File: config.mk
export PLATFORM = sky130hd
export DESIGN_NAME = joystick_to_drive_command_encoder
export DESIGN_NICKNAME = d
export VERILOG_FILES = /design/src/jdce_pkg.sv /design/src/jdce_front.sv /design/src/jdce_queue.sv /design/src/jdce_back.sv /design/src/joystick_to_drive_command_encoder.sv
export SDC_FILE = /design/constraint.sdc
export NUM_CORES = 1
export LEC_CHECK = 0
export ABC_AREA = 1
export BUFFER_PORTS_ARGS = -buffer_cell sky130_fd_sc_hd__clkbuf_2
export CORE_ASPECT_RATIO = 1.1
export CORE_MARGIN = 10
export CORE_UTILIZATION = 57
export DETAILED_ROUTE_END_ITERATION = 16
export PLACE_DENSITY = 0.77
export SYNTH_ARGS = -nofsm -noshare
export SYNTH_HDL_FRONTEND = slang
export SYNTH_SLANG_ARGS = --single-unit
File: constraint.sdc
create_clock -name clk_i -period 7.9 [get_ports clk_i]
set_input_delay 1.58 -clock clk_i [delete_from_list [all_inputs] [get_ports clk_i]]
set_output_delay 1.58 -clock clk_i [all_outputs]
set_load 0.01 [all_outputs]
File: src/jdce_pkg.sv
// Shared types, command codes and arithmetic helpers for the joystick drive encoder.
// Used by every module in src; depends on nothing.
`default_nettype none

package jdce_pkg;

  localparam int unsigned AXIS_FULL_SCALE = 32767;
  localparam int unsigned SPEED_SCALE = 255;
  localparam int unsigned SERVO_SCALE = 127;
  localparam logic [7:0] SERVO_CENTRE = 8'd128;

  localparam logic [7:0] CODE_STOP = 8'h20;
  localparam logic [7:0] CODE_FWD = 8'h77;
  localparam logic [7:0] CODE_BACK = 8'h73;
  localparam logic [7:0] CODE_LEFT = 8'h61;
  localparam logic [7:0] CODE_RIGHT = 8'h64;
  localparam logic [7:0] CODE_PAN = 8'h50;
  localparam logic [7:0] CODE_TILT = 8'h54;
  localparam logic [7:0] CODE_RANGE = 8'h55;

  localparam int unsigned CFG_ADDR_W = 3;
  localparam int unsigned CFG_DATA_W = 16;
  localparam logic [CFG_ADDR_W-1:0] CFG_CENTRE_BAND = 3'd0;
  localparam logic [CFG_ADDR_W-1:0] CFG_MIN_SPEED = 3'd1;
  localparam logic [CFG_ADDR_W-1:0] CFG_INVERT_PAN = 3'd2;
  localparam logic [CFG_ADDR_W-1:0] CFG_INVERT_TILT = 3'd3;
  localparam logic [CFG_ADDR_W-1:0] CFG_REQ_MASK = 3'd4;

  localparam int unsigned MSG_RANGE = 0;
  localparam int unsigned MSG_DRIVE = 1;
  localparam int unsigned MSG_PAN = 2;
  localparam int unsigned MSG_TILT = 3;

  typedef struct packed {
    logic [14:0] centre_band;
    logic [7:0]  min_speed;
    logic        invert_pan;
    logic        invert_tilt;
    logic [15:0] req_mask;
  } cfg_t;

  typedef struct packed {
    logic [3:0] mask;
    logic [7:0] drive_code;
    logic [7:0] drive_speed;
    logic [7:0] pan;
    logic [7:0] tilt;
  } bundle_t;

  // Magnitude of a 16-bit two's complement value; the most negative value gives 32768.
  function automatic logic [16:0] abs16(input logic [15:0] v);
    logic [16:0] e;
    e = {v[15], v};
    return v[15] ? (~e + 17'd1) : e;
  endfunction

  // Quotient by 32767 for products below 256 * 32767, using 2^15 = 32767 + 1.
  function automatic logic [7:0] div_fs(input logic [22:0] p);
    logic [7:0]  q0;
    logic [15:0] r;
    q0 = p[22:15];
    r = {1'b0, p[14:0]} + {8'd0, q0};
    return (r >= 16'(AXIS_FULL_SCALE)) ? (q0 + 8'd1) : q0;
  endfunction

endpackage

`default_nettype wire

File: src/jdce_front.sv
// Front end of the joystick drive encoder: input register, scaling stage and the
// decision stage that compares against the last sent values. Depends on jdce_pkg.
`default_nettype none

module jdce_front (
  input  wire logic                  clk_i,
  input  wire logic                  rst_ni,
  input  wire jdce_pkg::cfg_t        cfg_i,
  input  wire logic                  push_i,
  output logic                       full_o,
  input  wire logic signed [15:0]    left_x_i,
  input  wire logic signed [15:0]    left_y_i,
  input  wire logic signed [15:0]    right_x_i,
  input  wire logic signed [15:0]    right_y_i,
  input  wire logic [15:0]           button_word_i,
  input  wire logic                  pad_present_i,
  output logic                       q_push_o,
  input  wire logic                  q_full_i,
  output jdce_pkg::bundle_t          q_data_o
);

  typedef struct packed {
    logic [7:0]  code;
    logic        spd_zero;
    logic [22:0] spd_prod;
    logic        pan_dz;
    logic        pan_neg;
    logic [21:0] pan_prod;
    logic        tilt_dz;
    logic        tilt_neg;
    logic [21:0] tilt_prod;
    logic [15:0] buttons;
    logic        present;
  } scaled_t;

  logic        s0_v_q;
  logic [15:0] lx_q, ly_q, rx_q, ry_q, btn_q;
  logic        present_q;
  logic        s1_v_q;
  scaled_t     s1_q, s1_d;

  logic        s1_adv, s1_free, s0_adv, s0_free, accept;

  logic [7:0]  sent_code_q, sent_code_d;
  logic [7:0]  sent_spd_q, sent_spd_d;
  logic [7:0]  sent_pan_q, sent_pan_d;
  logic [7:0]  sent_tilt_q, sent_tilt_d;
  logic [15:0] prev_btn_q, prev_btn_d;

  assign accept = push_i && !full_o;
  assign s1_adv = s1_v_q && !q_full_i;
  assign s1_free = !s1_v_q || s1_adv;
  assign s0_adv = s0_v_q && s1_free;
  assign s0_free = !s0_v_q || s0_adv;
  assign full_o = !s0_free;

  always_ff @(posedge clk_i or negedge rst_ni) begin
    if (!rst_ni) begin
      s0_v_q <= 1'b0;
      s1_v_q <= 1'b0;
    end else begin
      if (s0_free) begin
        s0_v_q <= push_i;
      end
      if (s1_free) begin
        s1_v_q <= s0_v_q;
      end
    end
  end

  always_ff @(posedge clk_i) begin
    if (accept) begin
      lx_q <= left_x_i;
      ly_q <= left_y_i;
      rx_q <= right_x_i;
      ry_q <= right_y_i;
      btn_q <= button_word_i;
      present_q <= pad_present_i;
    end
    if (s0_adv) begin
      s1_q <= s1_d;
    end
  end

  // Scaling stage: pick the dominant axis and form the products.
  logic [16:0] alx, aly, arx, ary, dz, a_sel;
  logic [14:0] a_sat, rx_sat, ry_sat;
  logic        vert;

  always_comb begin
    dz = {2'b00, cfg_i.centre_band};
    alx = jdce_pkg::abs16(lx_q);
    aly = jdce_pkg::abs16(ly_q);
    arx = jdce_pkg::abs16(rx_q);
    ary = jdce_pkg::abs16(ry_q);
    vert = (aly >= alx);
    a_sel = vert ? aly : alx;
    a_sat = a_sel[15] ? 15'(jdce_pkg::AXIS_FULL_SCALE) : a_sel[14:0];
    rx_sat = arx[15] ? 15'(jdce_pkg::AXIS_FULL_SCALE) : arx[14:0];
    ry_sat = ary[15] ? 15'(jdce_pkg::AXIS_FULL_SCALE) : ary[14:0];

    s1_d.buttons = btn_q;
    s1_d.present = present_q;
    if (alx < dz && aly < dz) begin
      s1_d.code = jdce_pkg::CODE_STOP;
      s1_d.spd_zero = 1'b1;
    end else if (vert) begin
      s1_d.code = (!ly_q[15] && ly_q != 16'd0) ? jdce_pkg::CODE_FWD : jdce_pkg::CODE_BACK;
      s1_d.spd_zero = (a_sel < dz);
    end else begin
      s1_d.code = lx_q[15] ? jdce_pkg::CODE_LEFT : jdce_pkg::CODE_RIGHT;
      s1_d.spd_zero = (a_sel < dz);
    end
    s1_d.spd_prod = 23'(a_sat) * 23'(jdce_pkg::SPEED_SCALE);
    s1_d.pan_dz = (arx < dz);
    s1_d.pan_neg = rx_q[15] ^ cfg_i.invert_pan;
    s1_d.pan_prod = 22'(rx_sat) * 22'(jdce_pkg::SERVO_SCALE);
    s1_d.tilt_dz = (ary < dz);
    s1_d.tilt_neg = ry_q[15] ^ cfg_i.invert_tilt;
    s1_d.tilt_prod = 22'(ry_sat) * 22'(jdce_pkg::SERVO_SCALE);
  end

  // Decision stage: finish the scaling and compare against the last sent values.
  logic [7:0] spd_q8, pan_q8, tilt_q8, spd, code, pan, tilt;
  logic       range_edge;

  always_comb begin
    spd_q8 = jdce_pkg::div_fs(s1_q.spd_prod);
    pan_q8 = jdce_pkg::div_fs({1'b0, s1_q.pan_prod});
    tilt_q8 = jdce_pkg::div_fs({1'b0, s1_q.tilt_prod});

    spd = s1_q.spd_zero ? 8'd0 : spd_q8;
    code = s1_q.code;
    if (spd < cfg_i.min_speed) begin
      code = jdce_pkg::CODE_STOP;
      spd = 8'd0;
    end

    if (s1_q.pan_dz) begin
      pan = jdce_pkg::SERVO_CENTRE;
    end else if (s1_q.pan_neg) begin
      pan = jdce_pkg::SERVO_CENTRE - pan_q8;
    end else begin
      pan = jdce_pkg::SERVO_CENTRE + pan_q8;
    end
    if (s1_q.tilt_dz) begin
      tilt = jdce_pkg::SERVO_CENTRE;
    end else if (s1_q.tilt_neg) begin
      tilt = jdce_pkg::SERVO_CENTRE - tilt_q8;
    end else begin
      tilt = jdce_pkg::SERVO_CENTRE + tilt_q8;
    end

    range_edge = ((s1_q.buttons & cfg_i.req_mask) != 16'd0) &&
                 ((prev_btn_q & cfg_i.req_mask) == 16'd0);

    q_data_o.mask = 4'd0;
    q_data_o.drive_code = code;
    q_data_o.drive_speed = spd;
    q_data_o.pan = pan;
    q_data_o.tilt = tilt;
    sent_code_d = sent_code_q;
    sent_spd_d = sent_spd_q;
    sent_pan_d = sent_pan_q;
    sent_tilt_d = sent_tilt_q;
    prev_btn_d = prev_btn_q;

    if (!s1_q.present) begin
      q_data_o.drive_code = jdce_pkg::CODE_STOP;
      q_data_o.drive_speed = 8'd0;
      q_data_o.mask[jdce_pkg::MSG_DRIVE] = (sent_code_q != jdce_pkg::CODE_STOP);
      sent_code_d = jdce_pkg::CODE_STOP;
      sent_spd_d = 8'd0;
    end else begin
      q_data_o.mask[jdce_pkg::MSG_RANGE] = range_edge;
      q_data_o.mask[jdce_pkg::MSG_DRIVE] = (code != sent_code_q) || (spd != sent_spd_q);
      q_data_o.mask[jdce_pkg::MSG_PAN] = (pan != sent_pan_q);
      q_data_o.mask[jdce_pkg::MSG_TILT] = (tilt != sent_tilt_q);
      prev_btn_d = s1_q.buttons;
      sent_code_d = code;
      sent_spd_d = spd;
      sent_pan_d = pan;
      sent_tilt_d = tilt;
    end
  end

  assign q_push_o = s1_adv && (q_data_o.mask != 4'd0);

  always_ff @(posedge clk_i or negedge rst_ni) begin
    if (!rst_ni) begin
      sent_code_q <= jdce_pkg::CODE_STOP;
      sent_spd_q <= 8'd0;
      sent_pan_q <= jdce_pkg::SERVO_CENTRE;
      sent_tilt_q <= jdce_pkg::SERVO_CENTRE;
      prev_btn_q <= 16'd0;
    end else if (s1_adv) begin
      sent_code_q <= sent_code_d;
      sent_spd_q <= sent_spd_d;
      sent_pan_q <= sent_pan_d;
      sent_tilt_q <= sent_tilt_d;
      prev_btn_q <= prev_btn_d;
    end
  end

endmodule

`default_nettype wire

File: src/jdce_queue.sv
// Short first-in first-out queue of message bundles between the front and back ends.
// Depends on jdce_pkg for the bundle type.
`default_nettype none

module jdce_queue #(
  parameter int unsigned DEPTH = 4
) (
  input  wire logic               clk_i,
  input  wire logic               rst_ni,
  input  wire logic               push_i,
  output logic                    full_o,
  input  wire jdce_pkg::bundle_t  data_i,
  input  wire logic               pop_i,
  output logic                    empty_o,
  output jdce_pkg::bundle_t       data_o
);

  localparam int unsigned PTR_W = $clog2(DEPTH);
  localparam int unsigned CNT_W = $clog2(DEPTH + 1);

  jdce_pkg::bundle_t mem_q [DEPTH];
  logic [PTR_W-1:0]  wr_ptr_q, rd_ptr_q;
  logic [CNT_W-1:0]  count_q;
  logic              do_push, do_pop;

  assign full_o = (count_q == CNT_W'(DEPTH));
  assign empty_o = (count_q == '0);
  assign do_push = push_i && !full_o;
  assign do_pop = pop_i && !empty_o;
  assign data_o = mem_q[rd_ptr_q];

  always_ff @(posedge clk_i) begin
    if (do_push) begin
      mem_q[wr_ptr_q] <= data_i;
    end
  end

  always_ff @(posedge clk_i or negedge rst_ni) begin
    if (!rst_ni) begin
      wr_ptr_q <= '0;
      rd_ptr_q <= '0;
      count_q <= '0;
    end else begin
      if (do_push) begin
        wr_ptr_q <= (wr_ptr_q == PTR_W'(DEPTH - 1)) ? '0 : wr_ptr_q + PTR_W'(1);
      end
      if (do_pop) begin
        rd_ptr_q <= (rd_ptr_q == PTR_W'(DEPTH - 1)) ? '0 : rd_ptr_q + PTR_W'(1);
      end
      if (do_push && !do_pop) begin
        count_q <= count_q + CNT_W'(1);
      end else if (do_pop && !do_push) begin
        count_q <= count_q - CNT_W'(1);
      end
    end
  end

endmodule

`default_nettype wire

File: src/jdce_back.sv
// Back end of the joystick drive encoder: walks each bundle and sends one word a cycle
// through the output register while it is free or being popped. Depends on jdce_pkg.
`default_nettype none

module jdce_back (
  input  wire logic               clk_i,
  input  wire logic               rst_ni,
  input  wire logic               q_empty_i,
  input  wire jdce_pkg::bundle_t  q_data_i,
  output logic                    q_pop_o,
  output logic                    empty_o,
  input  wire logic               pop_i,
  output logic [7:0]              command_code_o,
  output logic [7:0]              command_value_o,
  output logic                    value_present_o,
  output logic                    last_message_o
);

  jdce_pkg::bundle_t cur_q;
  logic [3:0]        rem_q, rem_d, sel, rem_after;
  logic              out_v_q, out_free, emit, load;
  logic [7:0]        code_d, value_d;
  logic              present_d;

  assign out_free = !out_v_q || pop_i;
  assign emit = (rem_q != 4'd0) && out_free;
  assign sel = rem_q & (~rem_q + 4'd1);
  assign rem_after = rem_q & ~sel;
  assign load = (rem_q == 4'd0) || (emit && rem_after == 4'd0);
  assign q_pop_o = load && !q_empty_i;
  assign empty_o = !out_v_q;

  always_comb begin
    if (q_pop_o) begin
      rem_d = q_data_i.mask;
    end else if (emit) begin
      rem_d = rem_after;
    end else begin
      rem_d = rem_q;
    end

    code_d = jdce_pkg::CODE_TILT;
    value_d = cur_q.tilt;
    present_d = 1'b1;
    if (sel[jdce_pkg::MSG_RANGE]) begin
      code_d = jdce_pkg::CODE_RANGE;
      value_d = 8'd0;
      present_d = 1'b0;
    end else if (sel[jdce_pkg::MSG_DRIVE]) begin
      code_d = cur_q.drive_code;
      present_d = (cur_q.drive_code != jdce_pkg::CODE_STOP);
      value_d = present_d ? cur_q.drive_speed : 8'd0;
    end else if (sel[jdce_pkg::MSG_PAN]) begin
      code_d = jdce_pkg::CODE_PAN;
      value_d = cur_q.pan;
    end
  end

  always_ff @(posedge clk_i or negedge rst_ni) begin
    if (!rst_ni) begin
      rem_q <= 4'd0;
      out_v_q <= 1'b0;
    end else begin
      rem_q <= rem_d;
      if (emit) begin
        out_v_q <= 1'b1;
      end else if (pop_i) begin
        out_v_q <= 1'b0;
      end
    end
  end

  always_ff @(posedge clk_i) begin
    if (q_pop_o) begin
      cur_q <= q_data_i;
    end
    if (emit) begin
      command_code_o <= code_d;
      command_value_o <= value_d;
      value_present_o <= present_d;
      last_message_o <= (rem_after == 4'd0);
    end
  end

endmodule

`default_nettype wire

File: src/joystick_to_drive_command_encoder.sv
// A sample's first word passes the input register, the scaling register, the queue, the back
// end's bundle register and the output register. One sample a cycle is accepted while full is
// low; words leave at one a cycle while pop keeps the output free, and a sample causes at most
// 4 words. Reset clears all control state, the last sent values and the configuration
// registers to their defaults. Depends on jdce_pkg, jdce_front, jdce_queue and jdce_back.
`default_nettype none

module joystick_to_drive_command_encoder #(
  parameter int unsigned QUEUE_DEPTH = 4
) (
  input  wire logic                                clk_i,
  input  wire logic                                rst_ni,
  input  wire logic                                cfg_we_i,
  input  wire logic [jdce_pkg::CFG_ADDR_W-1:0]     cfg_addr_i,
  input  wire logic [jdce_pkg::CFG_DATA_W-1:0]     cfg_data_i,
  input  wire logic                                push,
  output logic                                     full,
  input  wire logic signed [15:0]                  left_x_i,
  input  wire logic signed [15:0]                  left_y_i,
  input  wire logic signed [15:0]                  right_x_i,
  input  wire logic signed [15:0]                  right_y_i,
  input  wire logic [15:0]                         button_word_i,
  input  wire logic                                pad_present_i,
  output logic                                     empty,
  input  wire logic                                pop,
  output logic [7:0]                               command_code_o,
  output logic [7:0]                               command_value_o,
  output logic                                     value_present_o,
  output logic                                     last_message_o
);

  jdce_pkg::cfg_t    cfg_q;
  jdce_pkg::bundle_t push_data, head_data;
  logic              q_push, q_full, q_pop, q_empty;

  always_ff @(posedge clk_i or negedge rst_ni) begin
    if (!rst_ni) begin
      cfg_q.centre_band <= 15'd8000;
      cfg_q.min_speed <= 8'd3;
      cfg_q.invert_pan <= 1'b0;
      cfg_q.invert_tilt <= 1'b1;
      cfg_q.req_mask <= 16'h4000;
    end else if (cfg_we_i) begin
      case (cfg_addr_i)
        jdce_pkg::CFG_CENTRE_BAND: begin
          cfg_q.centre_band <= cfg_data_i[14:0];
        end
        jdce_pkg::CFG_MIN_SPEED: begin
          cfg_q.min_speed <= cfg_data_i[7:0];
        end
        jdce_pkg::CFG_INVERT_PAN: begin
          cfg_q.invert_pan <= cfg_data_i[0];
        end
        jdce_pkg::CFG_INVERT_TILT: begin
          cfg_q.invert_tilt <= cfg_data_i[0];
        end
        jdce_pkg::CFG_REQ_MASK: begin
          cfg_q.req_mask <= cfg_data_i;
        end
        default: begin
        end
      endcase
    end
  end

  jdce_front u_front (
    .clk_i         (clk_i),
    .rst_ni        (rst_ni),
    .cfg_i         (cfg_q),
    .push_i        (push),
    .full_o        (full),
    .left_x_i      (left_x_i),
    .left_y_i      (left_y_i),
    .right_x_i     (right_x_i),
    .right_y_i     (right_y_i),
    .button_word_i (button_word_i),
    .pad_present_i (pad_present_i),
    .q_push_o      (q_push),
    .q_full_i      (q_full),
    .q_data_o      (push_data)
  );

  jdce_queue #(
    .DEPTH (QUEUE_DEPTH)
  ) u_queue (
    .clk_i   (clk_i),
    .rst_ni  (rst_ni),
    .push_i  (q_push),
    .full_o  (q_full),
    .data_i  (push_data),
    .pop_i   (q_pop),
    .empty_o (q_empty),
    .data_o  (head_data)
  );

  jdce_back u_back (
    .clk_i           (clk_i),
    .rst_ni          (rst_ni),
    .q_empty_i       (q_empty),
    .q_data_i        (head_data),
    .q_pop_o         (q_pop),
    .empty_o         (empty),
    .pop_i           (pop),
    .command_code_o  (command_code_o),
    .command_value_o (command_value_o),
    .value_present_o (value_present_o),
    .last_message_o  (last_message_o)
  );

endmodule

`default_nettype wire
Word-level counts from Yosys, hierarchy flattened
Memories as Yosys holds them, arrays and structs flattened.
Cells that the tools add are included.
- $add $sub $neg: 19
- multiply operators: 3
- order comparisons: 10
- eq/ne operators: 13
- muxes and demuxes: 43
- bitwise operators: 12
- reduce and logical (&&, ||, !) cells: 46
- operators with widths (operator ; count):
    8-bit two-way mux ; 16
    17-bit by 15-bit < comparator with 1-bit output ; 5
    17-bit two-way mux ; 5
    17-bit by 1-bit adder with 17-bit output (second input constant) ; 4
    17-bit inverter ; 4
    16-bit by 15-bit >= comparator with 1-bit output (second input constant) ; 3
    15-bit two-way mux ; 3
    15-bit by 7-bit multiplier with 22-bit output (second input constant) ; 2
    15-bit by 7-bit adder with 16-bit output ; 2
    16-bit bitwise AND ; 2
    8-bit != test ; 4
    16-bit nonzero test ; 2
    15-bit by 8-bit multiplier with 23-bit output (second input constant) ; 1
    17-bit >= comparator ; 1
    15-bit by 8-bit adder with 16-bit output ; 1
    7-bit by 1-bit adder with 8-bit output (second input constant) ; 2
    8-bit adder (first input constant) ; 2
    16-bit zero test ; 1
    16-bit two-way mux ; 1
    8-bit by 6-bit != test with 1-bit output (second input constant) ; 2
    8-bit subtractor (first input constant) ; 2
    3-bit two-way mux ; 5
    1-bit logical AND ; 14
    2-bit AND reduction ; 6
    other kinds (23) ; 56
- flip-flop bits (word level): 331
- RAM bits: 144
- input port bits: 105
- output and inout bits: 20
- word-level logic and storage cells: 189
- memories kept: 1
- memories (name ; words ; width ; rd ports ; clocked after Yosys merged registers in ; write ports ; line ; text):
    u_queue.mem_q ; 4 ; 36 ; 1 ; 0 ; 1 ; jdce_queue.sv:21 ; jdce_pkg::bundle_t mem_q [DEPTH];

Depth between registers and ports, before layout
Gate-level depths: netlist (run 1).
- depth in word-level cells: 16
- depth in mapped cells: 57
- mapped depth without buffers: 57

Modules after synthesis
From an unflattened synthesis (run 1), not the netlist that was laid out.
- cell total of the unflattened synthesis: 3390
- area total of the unflattened synthesis: 32133.3 µm²
- by module, submodules not included (module ; times used ; cells each ; area an instance (µm²)):
    jdce_front ; 1 ; 2567 ; 22077.4
    jdce_queue ; 1 ; 480 ; 6202.2
    jdce_back ; 1 ; 154 ; 2139.6
    joystick_to_drive_command_encoder ; 1 ; 189 ; 1714.1

Worst setup path after synthesis (run 1)
OpenSTA, ideal clock, no wires.
- path type: register -> register
- start point: register u_front.ly_q[0]
- end point: register u_front.s1_q[86] (netlist bit) (data pin)
- arrival: 7500 ps
- required time: 7640 ps
- setup slack: 140 ps
- stages on the path, launching flop included: 48
- buffers on the path: 2
- period minus slack after synthesis: 7760 ps
- path through: edfxtp_1 inv_1 ha_1 inv_1 nor2_1 inv_1 nor3_1 a31oi_1 xor2_1 ha_1 nand2_1 o41ai_1 nand3_1 nand2_1 nand2_1 nand3b_1 nand3_1 nand3_2 [12 not listed] nand2_1 o21ai_0 nand3_1 nand2_1 a21oi_1 inv_1 a21oi_1 o21ai_0 nand3_1 nand2_1 a21oi_1 inv_1 a21oi_1 inv_1 a21oi_1 nor2_1 nor2_1 xor2_1
- RTL lines (element ; line ; text):
    from (decl) ; jdce_front.sv:37 ; logic [15:0] lx_q, ly_q, rx_q, ry_q, btn_q;
    from (signal assigned) ; jdce_front.sv:74 ; ly_q <= left_y_i;
    to (signal assigned) ; jdce_front.sv:81 ; s1_q <= s1_d;
    to (decl) ; jdce_front.sv:40 ; scaled_t s1_q, s1_d;

==> summary.txt, run 1 <==
Run status
  • Status: completed

Layout
  • Area grow syn2layout: 14.0%
  • Fill cells: 4016
  • Final #Nets: 3937
  • Share of post-route cells with drive strength above 1: 14.8%
  • Ant. Diodes: 0

Placement
  • Routability cong.: 0.965
  • Port Buffer Count: 122
  • Post-DP HPWL: 52400 µm

Yosys
  • Number of synthesized flops with an enable pin: 346
  • Leading post-synthesis cells by cell area: edfxtp_1 (34%), fa_1 (11%), ha_1 (11%)
  • Syn Inst Count: 3180
  • Synth Area in Compound Gates: 8.23%
  • Adder and majority gate portion of the synthesized area: 21.4%
  • Yosys cell types: 62
  • Post-synth top area share: 34.2%
  • Synth warn: 0
  • Yosys reg bits: 445
  • Largest family of logic cells by synthesized area: adder cells
  • Cell area after synthesis: 30300 µm²
  • Ys async rst share: 22.2%
  • Xor and xnor area share after synthesis: 3.92%
  • Synth Area in Simple Gates: 16.1%
  • Syn Area/Cell: 9.54 µm²
  • Cell taking the most area after synthesis: edfxtp_1
  • Register area share after synthesis: 42.5%
  • Multiplexer share of the synthesized area: 0%
  • Top_reg_cell synth: edfxtp_1

Setup path
  • CP Class: flip-flop to flip-flop
  • CP Max Fanout: 5
  • CP most frequent cell: inv_1
  • CP endpoint kind: flip-flop
  • CP max stage delay: 540 ps
  • Worst path arrival time: 8290 ps
  • Data required, critical path: 8350 ps
  • Crit path launch type: flip-flop
  • Critical path's slowest cell: fa_1

Timing
  • Tcrit/Tclk final: 99.3%
  • Max-slew violation count: 0
  • Hold Vio Cnt, Final: 0
  • Clock Skew: 35.0 ps
  • Unrepaired setup endpoints after global routing: yes
  • Hold_ws: 422 ps
  • Final setup fails: 0
  • Final min period: 7840 ps
  • Max Freq: 127 MHz
  • Relative max-transition margin: 22.6%
  • Slew @ Worst Pin: 1160 ps

Job
  • Max-cap viol count: 0

Global route
  • Pin count of the biggest net entering global routing: 75
  • First-pass GRT wire length: 110000 µm
  • GR Overflow Total: 0
  • GRT Resource Usage Total: 22.0%
  • Vias in the first global route: 22000
  • Initial antenna violation count: 2

Clocking
  • CTS tree: yes
  • Clk_lat worst skew: 610 ps
  • Worst-path clk slew: 60 ps
  • H-tree levels: 2
  • Clock buffer depth: 3
  • Root Driver: clkbuf_16
  • Clock sinks: 445
  • Num CTS Buffers: 46

Floorplanning
  • Die Wd: 240 µm
  • Total core area: 52500 µm²
  • Die ar.: 62900 µm²
  • IO Pins: 125
  • Die height: 262 µm
  • Row count: 88
  • Initial Util: 57.8%

Drt
  • Routed length per placed instance: 16.7 µm
  • DR iter-0 viols: 1427
  • DRT Pass-1 Iters: 5
  • ANT nets after route: 0
  • WL final: 68800 µm
  • Drc violations: 0
  • Vias/cell: 5.39
  • DR vias: 22200

Min path
  • Hold crit path type: flip-flop to flip-flop
[through the flow]
| stage | area, µm² | worst slack (ps) | setup TNS [ps] | utilization (%) | std cells |
|---|---|---|---|---|---|
| global route | 34600 | -454 | -1030 | 65.8 | 4125 |
| floorplan | 30300 | 140 | 0 | - | 3182 |
| finish | 34600 | 55.2 | 0 | 65.8 | 4125 |
| detailed placement | 32200 | -67.0 | -132 | 61.3 | 4003 |
| global placement | 32200 | 98.4 | 0 | 61.3 | 4003 |
| CTS | 33800 | 0.411 | 0 | 64.4 | 4096 |
[synthesized netlist by cell type, types with 23 or more instances]
master / number
nand2_1: 560
ha_1: 257
clkbuf_1: 43
edfxtp_1: 346
inv_1: 557
nand3b_1: 23
a21oi_1: 135
dfrtp_1: 87
xnor2_1: 32
o21ai_0: 186
nand4_1: 44
xor2_1: 102
fa_1: 163
nor2_1: 249
nand3_1: 116
nor3_1: 30
o22ai_1: 31
[routing by layer]
metal / share of wire [%] / wire length [µm] / vias to the layer above / GRT usage [%]
li1: - / - / 10900 / -
met1: 40 / 27700 / 10600 / 26.7
met2: 50 / 34200 / 618 / 39.2
met3: 6.2 / 4240 / 153 / 3.86
met4: 3.8 / 2610 / 2 / 7.46
met5: 0.019 / 13 / - / 0
[critical path, delay by kind of cell, from the launching register on]
family	cells	cell delay (ps)
xor+xnor	2	330
flops	1	420
simple gates	18	1760
fa+ha+maj	7	2410
compound gates	10	1390
buf+inv	17	1360
[final timing paths]
| kind | slack, ps | cells after the start | from | endpoint |
|---|---|---|---|---|
| max | 60 | 54 | u_front.lx_q[0]$_DFFE_PP_ | u_front.s1_q[86]$_DFFE_PP_ |
| min | 420 | 0 | u_front.btn_q[3]$_DFFE_PP_ | u_front.s1_q[4]$_DFFE_PP_ |
| max reg2reg | 60 | 54 | u_front.lx_q[0]$_DFFE_PP_ | u_front.s1_q[86]$_DFFE_PP_ |
| min reg2reg | 420 | 0 | u_front.btn_q[3]$_DFFE_PP_ | u_front.s1_q[4]$_DFFE_PP_ |
| max in group asynchronous | 5680 | 2 | rst_ni | cfg_q[29]$_DFFE_PN0P_ |
| min in group asynchronous | 1030 | 1 | rst_ni | u_queue.rd_ptr_q[0]$_DFFE_PN0P_ |
[state kept, by name, summed over array words and instances, names as in the netlist, 6 cells and up]
signal / count
u_front.ry_q: 16
u_front.ly_q: 16
u_queue.mem_q: 128
u_back.command_value_o: 8
u_back.cur_q: 28
u_front.lx_q: 16
u_back.command_code_o: 6
u_front.sent_tilt_q: 8
u_front.btn_q: 16
u_front.sent_spd_q: 8
u_front.s1_q: 93
u_front.rx_q: 16
u_front.sent_pan_q: 8
cfg_q: 41
u_front.prev_btn_q: 16
[placed cells by master (no fill, tap or decap), types with 16 or more instances in the layout]
| master | instances |
|---|---|
| nand2_1 | 548 |
| nor2_2 | 17 |
| xor2_1 | 92 |
| clkbuf_16 | 46 |
| nand3_1 | 113 |
| nor2_1 | 238 |
| a21oi_1 | 126 |
| nor3_1 | 22 |
| inv_2 | 21 |
| buf_4 | 110 |
| xnor2_1 | 29 |
| clkbuf_2 | 121 |
| ha_1 | 245 |
| dfrtp_1 | 87 |
| o21ai_0 | 172 |
| nand3b_1 | 23 |
| o21ai_1 | 16 |
| edfxtp_1 | 346 |
| inv_1 | 544 |
| nand4_1 | 44 |
| fa_1 | 162 |
| o22ai_1 | 31 |
| nand2_2 | 33 |
[layout make-up]
class	count	area, µm²	area share, %
multi-input cells	2109	15700	45.3
repair buffers	236	1500	4.34
clock buffers	63	1240	3.60
well taps	675	845	2.44
clock inverters	23	284	0.821
flip-flops and latches	445	12900	37.3
inverters	574	2160	6.26
[cells by family (layout without fill, tap and decap cells)]
| family | Yosys count | count (layout) |
|---|---|---|
| xor gates and xnor gates | 135 | 135 |
| buffers and inverters | 629 | 896 |
| and+or+nand+nor | 1108 | 1109 |
| other | 2 | 4 |
| adders and majority gates | 420 | 420 |
| DFF | 445 | 445 |
| AOI/OAI and AO/OA | 441 | 441 |
[timing repair]
item / in CTS / in global routing
cloned: 1 / 0
hold buffers: 0 / 0
resized for setup: 11 / 119
pin swaps: 7 / 37
buffers inserted: 6 / 29
setup endpoints to repair: 2 / 10
Power of run 1 is not shown: default switching activity piles up to over one toggle a cycle in this logic, so the estimate is an artifact.
==> run 2, diff against run 1 <==
--- a/config.mk
+++ b/config.mk
@@ -12,6 +12,7 @@
 export CORE_UTILIZATION = 57
 export DETAILED_ROUTE_END_ITERATION = 16
 export PLACE_DENSITY = 0.77
+export REMOVE_ABC_BUFFERS = 1
 export SYNTH_ARGS = -nofsm -noshare
 export SYNTH_HDL_FRONTEND = slang
 export SYNTH_SLANG_ARGS = --single-unit
==> constraint.sdc (replaced) <==
create_clock -name clk_i -period 6.9 [get_ports clk_i]
set_input_delay 1.38 -clock clk_i [delete_from_list [all_inputs] [get_ports clk_i]]
set_output_delay 1.38 -clock clk_i [all_outputs]
set_load 0.01 [all_outputs]
==> summary.txt, run 2 (synthesis gave the netlist of run 1 again) <==
Clocking
  • Clock buffer depth: 3 (unchanged)
  • Num CTS Buffers: 47 (+2.2%)
  • Clock sinks: 445 (unchanged)
  • Root Driver: clkbuf_16
  • Worst-path clk slew: 60 ps (about the same)
  • Clk_lat worst skew: 630 ps (+20 ps)
  • H-tree levels: 2 (unchanged)
  • CTS tree: yes
  • # hold bufs at CTS: 0 (unchanged)

Timing
  • Final min period: 7980 ps (+133 ps)
  • Clock Skew: 52.7 ps (+17.7 ps)
  • Hold Vio Cnt, Final: 0 (unchanged)
  • Slew @ Worst Pin: 1070 ps (-89.0 ps)
  • Tcrit/Tclk final: 116% (+16 points)
  • Unrepaired setup endpoints after global routing: yes
  • PnR worst setup slack: -1080 ps (-1130 ps)
  • Final setup fails: 15 (+15)
  • Max-slew violation count: 0 (unchanged)
  • Relative max-transition margin: 28.5% (+5.9 points)
  • Max Freq: 125 MHz (-1.7%)

Placement
  • Port Buffer Count: 122 (unchanged)
  • Worst slack, placed: -1140 ps (-1080 ps)
  • Post-DP HPWL: 52700 µm (+0.58%)
  • Routability cong.: 0.947 (-1.8%)

Global route
  • GRT Resource Usage Total: 23.0% (+0.96 points)
  • Vias in the first global route: 23200 (+5.4%)
  • Initial antenna violation count: 0 (-2)
  • GR Overflow Total: 0 (unchanged)
  • Pin count of the biggest net entering global routing: 68 (-9.3%)
  • First-pass GRT wire length: 116000 µm (+4.9%)

Min path
  • Hold crit path type: flip-flop to flip-flop

Setup path
  • CP Max Fanout: 7 (+2)
  • CP most frequent cell: inv_1
  • CP max stage delay: 560 ps (+20 ps)
  • Data required, critical path: 7260 ps (-1090 ps)
  • Worst path arrival time: 8330 ps (+40 ps)
  • CP endpoint kind: flip-flop
  • CP Class: flip-flop to flip-flop
  • Crit path launch type: flip-flop
  • Critical path's slowest cell: fa_1

Layout
  • Most frequent cells in the layout: nand2_1 (540), inv_1 (525), edfxtp_1 (346)
  • Final #Nets: 4122 (+4.7%)
  • Ant. Diodes: 0 (unchanged)
  • Share of post-route cells with drive strength above 1: 21.0% (+6.2 points)
  • Top reg by flops: u_queue.mem_q
  • Fill cells: 3707 (-7.7%)
  • Commonest non-fill, non-tap cell in the layout: nand2_1
  • Largest regs: u_queue.mem_q: 128 flops, u_front.s1_q: 93 flops, cfg_q: 41 flops
  • Max reg flops: 128 (unchanged)
  • Area grow syn2layout: 20.0%

Drt
  • DR iter-0 viols: 1652 (+16%)
  • Routed length per placed instance: 17.1 µm (+2.4%)
  • Vias/cell: 5.40 (+0.18%)
  • Drc violations: 0 (unchanged)
  • ANT nets after route: 0 (unchanged)
  • WL final: 73600 µm (+7.0%)
  • DR vias: 23300 (+4.7%)
  • DRT Pass-1 Iters: 6 (+1)

Run status
  • Failing checks: setup timing
  • Status: finished, violations left

Job
  • Max-cap viol count: 0 (unchanged)

Floorplanning
  • IO Pins: 125 (unchanged)
  • Die Wd: 240 µm (unchanged)
  • Total core area: 52500 µm² (unchanged)
  • Die ar.: 62900 µm² (unchanged)
  • Row count: 88 (unchanged)
  • Die height: 262 µm (unchanged)
  • Initial Util: 57.8% (unchanged)
[run 2: cell count changes in the layout (fill, tap and decap cells not counted), sizes merged, moves of 2 or more]
cell      change
buf         +185
clkbuf        +3
clkinvlp      +2
inv           -3
[run 2: timing repair]
item,4_1_cts,5_1_grt
pin swaps,45,81
setup buffers,51,36
setup endpoints to repair,14,28
gates resized for setup,108,127
cloned,0,1
hold endpoints to repair,0,0
[run 2: routing by layer]
layer	wire length, µm	GRT usage [%]	part of all wire (%)
met1	29700	27.8	40
met2	36800	40.3	50
met3	3890	3.70	5.3
met4	3160	9.72	4.3
met5	0	0	0
[run 2: area by class of cell]
class                   count  area [µm²]  area share (%)
clock inverters            22         279           0.767
multi-input cells        2108       16000            43.9
clock buffers              66        1280            3.51
inverters                 574        2170            5.95
repair buffers            421        2950            8.11
well taps                 675         845            2.32
flip-flops and latches    445       12900            35.4
[run 2: critical path: cells and delay by family, from the launching register on]
family	cells	cell delay, ps
adders and majority gates	7	2260
and+or+nand+nor	19	1850
AOI/OAI and AO/OA	12	1800
buffers and inverters	13	1120
DFF	1	420
xor gates and xnor gates	2	270
[run 2: path summary, 6_finish.rpt]
kind	startpoint	slack, ps	endpoint	cells past startpoint
max	u_front.lx_q[0]$_DFFE_PP_	-1080	u_front.s1_q[86]$_DFFE_PP_	53
min	u_front.btn_q[4]$_DFFE_PP_	410	u_front.s1_q[5]$_DFFE_PP_	0
max reg2reg	u_front.lx_q[0]$_DFFE_PP_	-1080	u_front.s1_q[86]$_DFFE_PP_	53
min reg2reg	u_front.btn_q[4]$_DFFE_PP_	410	u_front.s1_q[5]$_DFFE_PP_	0
max in group asynchronous	rst_ni	4870	u_front.sent_tilt_q[0]$_DFFE_PN0P_	2
min in group asynchronous	rst_ni	740	u_queue.rd_ptr_q[0]$_DFFE_PN0P_	1
[run 2: per-stage QoR]
stage          utilization (%)  setup TNS (ps)  area, µm²  cells  hold slack, ps
5_1_grt                   69.3          -12900      36400   4311             417
3_5_place_dp              63.4           -8500      33300   4151             405
4_1_cts                   67.9           -4510      35700   4289             413
3_3_place_gp              63.4           -4500      33300   4151             403
6_report                  69.3           -8730      36400   4311             412
2_1_floorplan                -           -3990      30100   3127             400
Power of run 2 is left out for the same reason.
